`config.mk`:
```
export PLATFORM = sky130hd
export DESIGN_NAME = ppu_csr
export DESIGN_NICKNAME = d
export VERILOG_FILES = /design/src/rtl/core/ppu_pkg.sv /design/src/rtl/core/ppu_csr.sv
export SDC_FILE = /design/constraint.sdc
export NUM_CORES = 1
export LEC_CHECK = 0
export ABC_AREA = 0
export BUFFER_PORTS_ARGS = -buffer_cell sky130_fd_sc_hd__buf_4
export CORE_AREA = 2 2 183 185
export CTS_BUF_LIST = sky130_fd_sc_hd__clkbuf_8
export DETAILED_ROUTE_END_ITERATION = 12
export DIE_AREA = 0 0 185 187
export GPL_ROUTABILITY_DRIVEN = 0
export GPL_TIMING_DRIVEN = 0
export MAX_ROUTING_LAYER = met4
export PLACE_DENSITY_LB_ADDON = 0.2
export SYNTH_ARGS = -nofsm -noshare
export SYNTH_HDL_FRONTEND = slang
export SYNTH_SLANG_ARGS = --single-unit
```
`constraint.sdc`:
```
create_clock -name clock -period 2 [get_ports clock]
set_input_delay 0.4 -clock clock [delete_from_list [all_inputs] [get_ports clock]]
set_output_delay 0.4 -clock clock [all_outputs]
set_load 0.05 [all_outputs]
```
`src/rtl/core/ppu_pkg.sv`:
```
// ----------------------------------------------------------------------------
// ppu_pkg
// Shared widths, register codes, reset values and the configuration bundle
// of the pinhole project / unproject unit.
// ----------------------------------------------------------------------------
package ppu_pkg;

   // field widths
   localparam int ROT_W      = 18;
   localparam int COORD_W    = 32;
   localparam int PIX_W      = 16;
   localparam int INTR_W     = 24;
   localparam int ROW_W      = 3 * ROT_W;

   // stream and register port widths
   localparam int REQ_DATA_W = 3 * COORD_W + 2 * PIX_W + COORD_W;
   localparam int RSP_DATA_W = 2 * PIX_W + 3 * COORD_W;
   localparam int CSR_ADDR_W = 6;
   localparam int CSR_DATA_W = 64;

   // square root unit: one result bit per stage
   localparam int SQRT_STAGES = 31;
   localparam int SQRT_IN_W   = 2 * SQRT_STAGES;

   // divider: one quotient bit per stage
   localparam int DIV_STAGES = 32;
   localparam int DIV_Q_W    = DIV_STAGES;
   localparam int DIV_NUM_W  = 2 * DIV_Q_W;
   localparam int DIV_DEN_W  = 48;

   // command codes carried in tuser
   localparam logic CMD_PROJECT   = 1'b0;
   localparam logic CMD_UNPROJECT = 1'b1;

   // register map, one 64-bit slot per register
   typedef enum logic [2:0] {
      REG_ROT_ROW0,
      REG_ROT_ROW1,
      REG_ROT_ROW2,
      REG_TRANS_X,
      REG_TRANS_Y,
      REG_TRANS_Z,
      REG_FOCAL,
      REG_PRINCIPAL
   } reg_index_type;

   // reset values: identity rotation, unit focal length
   localparam logic [ROW_W-1:0]  RST_ROT_ROW0 = 54'h1_0000;
   localparam logic [ROW_W-1:0]  RST_ROT_ROW1 = 54'h1_0000 << ROT_W;
   localparam logic [ROW_W-1:0]  RST_ROT_ROW2 = 54'h1_0000 << (2 * ROT_W);
   localparam logic [INTR_W-1:0] RST_FOCAL    = 24'd256;

   // decoded configuration seen by the datapath
   typedef struct packed {
      logic [2:0][2:0][ROT_W-1:0] rot;    // [row][col], signed Q2.16
      logic [2:0][COORD_W-1:0]    trans;  // signed Q16.16
      logic [INTR_W-1:0]          focal;
      logic [INTR_W-1:0]          cx;
      logic [INTR_W-1:0]          cy;
   } cfg_type;

endpackage

```
`src/rtl/core/ppu_csr.sv`:
```
// ----------------------------------------------------------------------------
// ppu_csr
// Register file behind the APB-style port; decodes the rotation rows and
// principal point into the configuration bundle.
// ----------------------------------------------------------------------------
module ppu_csr (
   input  logic                            clock,
   input  logic                            reset,
   input  logic                            csr_psel,
   input  logic                            csr_penable,
   input  logic                            csr_pwrite,
   input  logic [ppu_pkg::CSR_ADDR_W-1:0]  csr_paddr,
   input  logic [ppu_pkg::CSR_DATA_W-1:0]  csr_pwdata,
   output logic [ppu_pkg::CSR_DATA_W-1:0]  csr_prdata,
   output logic                            csr_pready,
   output ppu_pkg::cfg_type                cfg
);
   import ppu_pkg::*;

   logic [2:0][ROW_W-1:0]   rot_row_ff, rot_row_in;
   logic [2:0][COORD_W-1:0] trans_ff, trans_in;
   logic [INTR_W-1:0]       focal_ff, focal_in;
   logic [2*INTR_W-1:0]     pp_ff, pp_in;
   reg_index_type           idx;
   logic                    wr_en;

   assign csr_pready = 1'b1;
   assign idx        = reg_index_type'(csr_paddr[5:3]);
   assign wr_en      = csr_psel && csr_penable && csr_pwrite && csr_pready;

   // next register values on a completed write
   always_comb begin
      rot_row_in = rot_row_ff;
      trans_in   = trans_ff;
      focal_in   = focal_ff;
      pp_in      = pp_ff;
      if (wr_en) begin
         unique case (idx)
            REG_ROT_ROW0:  rot_row_in[0] = csr_pwdata[ROW_W-1:0];
            REG_ROT_ROW1:  rot_row_in[1] = csr_pwdata[ROW_W-1:0];
            REG_ROT_ROW2:  rot_row_in[2] = csr_pwdata[ROW_W-1:0];
            REG_TRANS_X:   trans_in[0]   = csr_pwdata[COORD_W-1:0];
            REG_TRANS_Y:   trans_in[1]   = csr_pwdata[COORD_W-1:0];
            REG_TRANS_Z:   trans_in[2]   = csr_pwdata[COORD_W-1:0];
            REG_FOCAL:     focal_in      = csr_pwdata[INTR_W-1:0];
            REG_PRINCIPAL: pp_in         = csr_pwdata[2*INTR_W-1:0];
            default:       focal_in      = focal_ff;
         endcase
      end
   end

   // hold the registers
   always_ff @(posedge clock) begin
      if (reset) begin
         rot_row_ff[0] <= RST_ROT_ROW0;
         rot_row_ff[1] <= RST_ROT_ROW1;
         rot_row_ff[2] <= RST_ROT_ROW2;
         trans_ff      <= '0;
         focal_ff      <= RST_FOCAL;
         pp_ff         <= '0;
      end else begin
         rot_row_ff <= rot_row_in;
         trans_ff   <= trans_in;
         focal_ff   <= focal_in;
         pp_ff      <= pp_in;
      end
   end

   // read back
   always_comb begin
      unique case (idx)
         REG_ROT_ROW0:  csr_prdata = CSR_DATA_W'(rot_row_ff[0]);
         REG_ROT_ROW1:  csr_prdata = CSR_DATA_W'(rot_row_ff[1]);
         REG_ROT_ROW2:  csr_prdata = CSR_DATA_W'(rot_row_ff[2]);
         REG_TRANS_X:   csr_prdata = CSR_DATA_W'(trans_ff[0]);
         REG_TRANS_Y:   csr_prdata = CSR_DATA_W'(trans_ff[1]);
         REG_TRANS_Z:   csr_prdata = CSR_DATA_W'(trans_ff[2]);
         REG_FOCAL:     csr_prdata = CSR_DATA_W'(focal_ff);
         REG_PRINCIPAL: csr_prdata = CSR_DATA_W'(pp_ff);
         default:       csr_prdata = '0;
      endcase
   end

   // unpack rows into entries, column 0 lowest
   always_comb begin
      for (int i = 0; i < 3; i++) begin
         for (int j = 0; j < 3; j++) begin
            cfg.rot[i][j] = rot_row_ff[i][ROT_W*j +: ROT_W];
         end
      end
      cfg.trans = trans_ff;
      cfg.focal = focal_ff;
      cfg.cx    = pp_ff[INTR_W-1:0];
      cfg.cy    = pp_ff[2*INTR_W-1:INTR_W];
   end

endmodule

```
Word-level counts from Yosys, hierarchy flattened
Cells that the tools add are included.

storage, ports and cells
  bits in registers = 330
  output and inout port bits = 395

operators by class
  equality and inequality tests = 7
  mux-type cells = 1
  reductions and logical operators = 11

operators by type and width
  kind                                           number
  case mux 64 bit (8 select lines)               1
  AND reduction 2 bit                            8
  == test 3 bit, second input constant           4
  == test 3 x 2 -> 1 bit, second input constant  2
  == test 3 x 1 -> 1 bit, second input constant  1
  zero test 3 bit                                1
  logical AND 1 bit                              2

Logic depth before layout (Yosys ltp)
Gate-level depths: netlist (run 1).

  word-level depth = 3
  depth in mapped cells = 7
  depth with buffers taken out = 4

Worst setup path before layout (run 1)
No wires, ideal clock.

  kind = input to output
  from = input csr_paddr[4] (netlist bit)
  to = output csr_prdata[32] (netlist bit)
  data arrival time = 2108 ps
  required time = 1600 ps
  setup slack = -508 ps
  cell stages on the path = 7
  buffers on the path = 3
  cells stage by stage = buf_2 buf_2 nand2_1 nor2_2 buf_2 nand2_1 a21oi_1

on the way
  longest elaborated chain between the ends = 2
  elaborated cells on any way between the ends = 9

ends and longest elaborated chain
  element                                      line           RTL
  start: declaration                           ppu_csr.sv:12  input logic [ppu_pkg::CSR_ADDR_W-1:0] csr_paddr,
  == test 3 bit, or another cell as far along  ppu_csr.sv:71  unique case (idx)
  case mux 64 bit (8 select lines) (*)         ppu_csr.sv:71
  end: declaration                             ppu_csr.sv:14  output logic [ppu_pkg::CSR_DATA_W-1:0] csr_prdata,

Mark *: on every way between the ends. The rest lies on a longest branch, timed or not. The select of a mux whose other input is x is not followed.

Worst setup path in the final report (run 1)
  from = register rot_row_ff (netlist bit cfg[307])
  to = output csr_prdata[31] (netlist bit)

on the way
  longest elaborated chain between the ends = 1

ends and longest elaborated chain
  element                           line           RTL
  start: declaration                ppu_csr.sv:20  logic [2:0][ROW_W-1:0] rot_row_ff, rot_row_in;
  start signal: assignment          ppu_csr.sv:62  rot_row_ff <= rot_row_in;
  case mux 64 bit (8 select lines)  ppu_csr.sv:71

No other way between the ends. The select of a mux whose other input is x is not followed.

==> flow_summary.ini, run 1 <==
[run_status]
status = finished with violations
violations = negative setup slack

[global_route]
busiest_layer = met2
grt_max_degree = 14
grt.met2_usage_pct = 64.0
grt_pass1_wl_um = 102000
use_met3_pct = 11.8
grt_pass1_vias = 16207
antenna_found_initial = 1
grt_use_met1_pct = 47.1
grt_usage_pct = 41.1
globalRouteOverflowTotal = 0

[finish]
layout-drive-gt1-share_pct = 40.5
area_growth_pct = 57.9
post-route-util_pct = 68.8
fin_nets = 2573

[yosys]
synthDistinctLibCells = 32
synth_area_sq_um = 14300
synthArstFlopShare_pct = 0
synth_ff_type = dfxtp_1
ys_seq_area_share_pct = 46.1
yosys_warnings = 0
synthTopCellsByCount = nand2_1, a21oi_1, dfxtp_1
synth_top_area_share_pct = 46.1
yosysMostFrequentCell = nand2_1
yosys-top-cells-area = dfxtp_1, nand2_1, a21oi_1
syn_avg_cell_area_sq_um = 7.42
ys_ff_latch = 330
synth_top_area_cell = dfxtp_1
synth-edff-count = 0
syn_inst = 1930

[clock_tree]
htreeDepth = 2
cts-root-buf = clkbuf_8
hold_buffers = 0
path_clk_slew_ns = 0.07
cts.sinks = 330
clockBufferDepth = 3
numCtsBuffers = 53
cts_tree = yes
clk_latency_ns = 0.60

[timing]
whs_ns = 0.0503
max_slew_margin_pct = 40.9
rsz0062_at_grt = yes
clock.fmax_mhz = 435
setup_slack_ns = -0.300
setup_viol = 54
min_period_ns = 2.30
skew_ns = 0
drv_slew = 0
fin_crit_sh_pct = 115
hold_viol = 0
tightest_slew_ns = 0.886

[worst_setup_path]
regToRegSetupSlack_ns = 1.13
worstPathMaxFanout = 2
criticalPathCategory = reg -> out
cp-start-kind = flip-flop
ff2ff_path_depth = 2
crit_start = cfg[307]$_SDFFE_PP0P_
timing.rr.start = pp_ff[34]$_SDFFE_PP0P_
setup.worst_path.end = csr_prdata[31]
critPathArrivalTime_ns = 1.90
r2r-end = pp_ff[34]$_SDFFE_PP0P_
cp-end-kind = output port
cp.required_ns = 1.60

[placed_design]
port-buffer-count = 420
place_ws_ns = -1.17
dp_hpwl_um = 49100

[power]
finalPower_mw = 14.7
cellPowerDensity_nw_per_um2 = 651
vdd_drop_max_mv = 0.479
p_leak_nw = 9.01

[floorplan]
boundaryPins = 470
placementRows = 67
core_area_sq_um = 32900
die_w_um = 185
initial_core_util_pct = 43.6
die_h_um = 187
die-area_sq_um = 34600

[flow_run]
drv_cap = 0

[drt]
vias = 17171
wl_per_cell_um = 24.4
dr.first_iter.drc_count = 1681
drc = 0
wirelength_um = 72800
ant_nets = 0
vias_per_cell = 5.75
drt_first_pass_iters = 7

[hold_path]
hold_path_class = in -> reg
-- how the worst min path moves through the flow --
stage	start	end	cells past startpoint
2_1_floorplan	csr_pwdata[34]	cfg[256]$_SDFFE_PP1P_	2
3_3_place_gp	pp_ff[16]$_SDFFE_PP0P_	pp_ff[16]$_SDFFE_PP0P_	2
3_5_place_dp	cfg[226]$_SDFFE_PP0P_	cfg[226]$_SDFFE_PP0P_	2
4_1_cts	csr_pwdata[52]	cfg[328]$_SDFFE_PP1P_	3
5_1_grt	csr_pwdata[52]	cfg[328]$_SDFFE_PP1P_	3
6_report	csr_pwdata[52]	cfg[328]$_SDFFE_PP1P_	3
-- worst max-delay path, cell delays in order, from the launching register on --
cell       delay [ns]
dfxtp_4          0.34
nor2b_1          0.11
o2bb2ai_1        0.07
a222oi_1         0.56
nor2_4           0.04
buf_6            0.17
-- kinds of logic (layout without fill, tap and decap cells) --
kind of cell,after synthesis,in the layout,share of synthesized area (%)
flip-flops,330,330,46.1
AND/OR/NAND/NOR,819,819,22.6
buffers and inverters,233,831,7.41
multiplexers,65,65,4.55
other,2,13,0.0524
AO/OA/AOI/OAI,481,481,19.2
-- cell usage in the layout, fill, tap and decap left out, drive strengths merged, types with 3 or more instances in the layout --
master,instances
nor2b,22
nand2,682
o21ai,19
clkbuf,127
o2bb2ai,29
nand2b,5
conb,11
inv,70
nand3b,4
dfxtp,330
mux2i,64
a222oi,3
o22ai,4
a221oi,48
a21oi,369
nor2,93
or2,6
or3,3
o22a,4
buf,630
-- area by class of cell --
class / count / area (sq um)
antenna: 2 / 5.00
buffer: 186 / 1400
clock buffer: 66 / 908
clock inverter: 28 / 136
fill: 2675 / 10300
inverter: 46 / 176
multi-input combinational: 1376 / 8360
sequential: 330 / 6740
tap: 448 / 561
timing repair buffer: 505 / 4320
-- power breakdown --
part	switching [mW]	internal, mW
Sequential	0.0549	6.60
Clock	2.83	3.07
Combinational	1.42	0.742
-- stage by stage --
| step | cell area, sq um | TNS [ns] | cells |
|---|---|---|---|
| global route | 22600 | -9.97 | 2986 |
| detailed placement | 18600 | -59.92 | 2807 |
| floorplan | 14900 | -0.483 | 1939 |
| finish | 22600 | -8.56 | 2987 |
| CTS | 21900 | -6.37 | 2964 |
| global placement | 18600 | -53.63 | 2807 |
-- routing by layer --
layer,vias to the layer above,part of all wire (%)
met5,-,0
met4,0,6.8
met3,320,12
met2,1217,46
met1,8135,35
li1,7499,-
-- sequential cells by signal, indices dropped and copies added (netlist names) --
register,count
cfg,258
focal_ff,24
pp_ff,48
-- repair_timing --
item | in CTS | in global routing
gates cloned | 8 | 2
resized for setup | 455 | 132
pin swaps | 68 | 55
setup buffers | 55 | 24
endpoints found under the setup margin | 54 | 54
endpoints found under the hold margin | 0 | 0
Note: power is estimated with default switching activity, not from simulation.
==> run 2: changes to the inputs <==
--- a/config.mk
+++ b/config.mk
@@ -7,10 +7,12 @@
 export LEC_CHECK = 0
 export ABC_AREA = 0
 export BUFFER_PORTS_ARGS = -buffer_cell sky130_fd_sc_hd__buf_4
-export CORE_AREA = 2 2 183 185
+export CELL_PAD_IN_SITES_DETAIL_PLACEMENT = 0
+export CELL_PAD_IN_SITES_GLOBAL_PLACEMENT = 1
+export CORE_MARGIN = 1.5
+export CORE_UTILIZATION = 37
 export CTS_BUF_LIST = sky130_fd_sc_hd__clkbuf_8
 export DETAILED_ROUTE_END_ITERATION = 12
-export DIE_AREA = 0 0 185 187
 export GPL_ROUTABILITY_DRIVEN = 0
 export GPL_TIMING_DRIVEN = 0
 export MAX_ROUTING_LAYER = met4
==> constraint.sdc (replaced) <==
create_clock -name clock -period 2.39 [get_ports clock]
set_input_delay 0.478 -clock clock [delete_from_list [all_inputs] [get_ports clock]]
set_output_delay 0.478 -clock clock [all_outputs]
set_load 0.05 [all_outputs]
==> run 2 against run 1 <==
The run still ends with negative setup slack left. Critical path type is now in -> out. First-iteration DRC count shrank 18%. Register-to-register slack better by 0.48 ns. Clock skew stayed put. Routed wire length up 1.2%. Sequential power fell by 16%. Clock power down 14%. Core utilization down 15 points. Power shrank 17%. Critical path depth is 4 higher. Design area fell by 9.5%.
==> flow_summary.ini, run 2 (synthesis gave the netlist of run 1 again) <==
[timing]
skew_ns = 0
rsz0062_at_grt = yes
drv_slew = 0
setup_viol = 2
min_period_ns = 2.45
tightest_slew_ns = 0.891
max_slew_margin_pct = 40.6
clock.fmax_mhz = 409
setup_slack_ns = -0.0555
fin_crit_sh_pct = 102
tns_ns = -0.0611
hold_viol = 0

[finish]
largest_reg_flops = 258
regArea_sq_um = 6630
fill_cells = 3768
fin_nets = 2515
final_cell_mix = nand2_1, buf_4, a21oi_1, dfxtp_1, buf_2
stdcell_area_sq_um = 20500
finalNonFillerCells = 2996
area_growth_pct = 42.9
layout-drive-gt1-share_pct = 31.7
multi_input_area_sq_um = 7150
final_common_cell = nand2_1

[floorplan]
die_w_um = 200
die-area_sq_um = 39900
core_area_sq_um = 37800
placementRows = 71
die_h_um = 200
initial_core_util_pct = 37.8
boundaryPins = 470

[drt]
vias = 16212
drt_first_pass_iters = 5
wl_per_cell_um = 24.6
drc = 0
dr.first_iter.drc_count = 1379
vias_per_cell = 5.41
wirelength_um = 73600
ant_nets = 0

[worst_setup_path]
ff2ff_path_depth = 2
worstPathMaxFanout = 10
critPathBufInv = 6
worstPathCellList = buf_4 > buf_4 > inv_2 > buf_12 > buf_12 > o2bb2ai_1 > a222oi_1 > nor2_2 > buf_6
r2r-end = cfg[172]$_SDFFE_PP0P_
regToRegSetupSlack_ns = 1.61
cp-end-kind = output port
timing.rr.start = cfg[172]$_SDFFE_PP0P_
slowest_stage = a222oi_1
cp-start-kind = primary input
max_stage_delay_ns = 0.45
cp.required_ns = 1.91
critical-path-top-delay-family = buffers and inverters
critPathArrivalTime_ns = 1.97
criticalPathCategory = in -> out

[flow_run]
drv_cap = 0

[power]
p_leak_nw = 8.27
cellPowerDensity_nw_per_um2 = 597
vdd_drop_max_mv = 0.371

[clock_tree]
clockBufferDepth = 3
hold_buffers = 0
cts.sinks = 330
htreeDepth = 2
cts_tree = yes
clk_latency_ns = 0.65
cts-root-buf = clkbuf_8
numCtsBuffers = 57
path_clk_slew_ns = 0.06

[global_route]
grt_pass1_vias = 15279
grt_max_degree = 15
grt_pass1_wl_um = 102000
globalRouteOverflowTotal = 0
antenna_found_initial = 5
grt_usage_pct = 36.7

[placed_design]
place_area_sq_um = 18300
numPlacedInstances = 2870
port-buffer-count = 420
dp_hpwl_um = 51700

[run_status]
status = finished with violations
violations = negative setup slack

[hold_path]
hold_path_class = in -> reg
min_path_cells = 3
worstHoldStart = csr_pwdata[52]
min_to = cfg[328]$_SDFFE_PP1P_
run 2: cell count changes in the layout (fill, tap and decap cells not counted), moves of 13 or more:
cell / previous run / this run
dfxtp_1: 254 / 312
nor2_4: 60 / 2
dfxtp_2: 61 / 17
nor2_1: 14 / 53
buf_6: 58 / 28
a221oi_4: 22 / 1
nor2_2: 19 / 38
mux2i_1: 45 / 63
a21oi_1: 335 / 352
buf_8: 21 / 5
nand2_1: 664 / 680
dfxtp_4: 15 / 1
a221oi_1: 7 / 20
run 2: per-layer routing:
metal | track usage [%] | vias to the layer above | wire length [um]
li1 | - | 7393 | -
met1 | 42.6 | 7699 | 28400
met2 | 59.5 | 941 | 35000
met3 | 9.32 | 179 | 7220
met4 | 16.9 | 0 | 3010
met5 | - | - | 0
run 2: timing repair:
action	4_1_cts	5_1_grt
gates cloned	1	3
pin swaps	5	15
resized for setup	168	79
setup buffers	10	8
endpoints found under the setup margin	54	43
run 2: worst min-delay path, stage by stage:
cell,delay (ns)
buf_4,0.10
nand2_1,0.05
nand3b_1,0.07
run 2: layout make-up:
class / instances / share of cell area (%)
Antenna cell: 5 / 0.0611
Timing Repair Buffer: 442 / 17.0
Buffer: 187 / 6.35
Clock inverter: 28 / 0.556
Multi-Input combinational cell: 1376 / 34.9
Clock buffer: 71 / 4.77
Inverter: 46 / 0.862
Tap cell: 511 / 3.12
Sequential cell: 330 / 32.4
run 2: metrics by stage:
| step | worst slack [ns] | utilization [%] | hold WS [ns] | power (mW) |
|---|---|---|---|---|
| final | -0.0555 | 54.1 | 0.0805 | 12.2 |
| after global routing | -0.0947 | 54.1 | 0.0742 | 12.5 |
| after CTS | -0.0629 | 53.0 | 0.0410 | 12.1 |
| after detailed placement | -1.14 | 48.5 | 0.462 | 7.05 |
| after global placement | -1.10 | 48.5 | 0.454 | 7.05 |
| after floorplan | -0.0225 | - | 0.599 | 6.50 |
run 2: how the worst max path moves through the flow:
stage	slack, ns	start	depth (start not counted)	end
3_3_place_gp	-1.10	csr_paddr[4]	8	csr_prdata[5]
3_5_place_dp	-1.14	csr_paddr[4]	8	csr_prdata[5]
4_1_cts	-0.06	csr_paddr[4]	8	csr_prdata[18]
2_1_floorplan	-0.02	csr_paddr[4]	7	csr_prdata[32]
6_report	-0.06	csr_paddr[5]	9	csr_prdata[30]
5_1_grt	-0.09	cfg[306]$_SDFFE_PP0P_	5	csr_prdata[30]
run 2: where the power goes:
part	switching [mW]	leakage, nW	internal (mW)
Combinational	1.08	4.95	0.463
Clock	2.45	0.649	2.64
Sequential	0.0427	2.67	5.54
Total	3.57	8.27	8.65
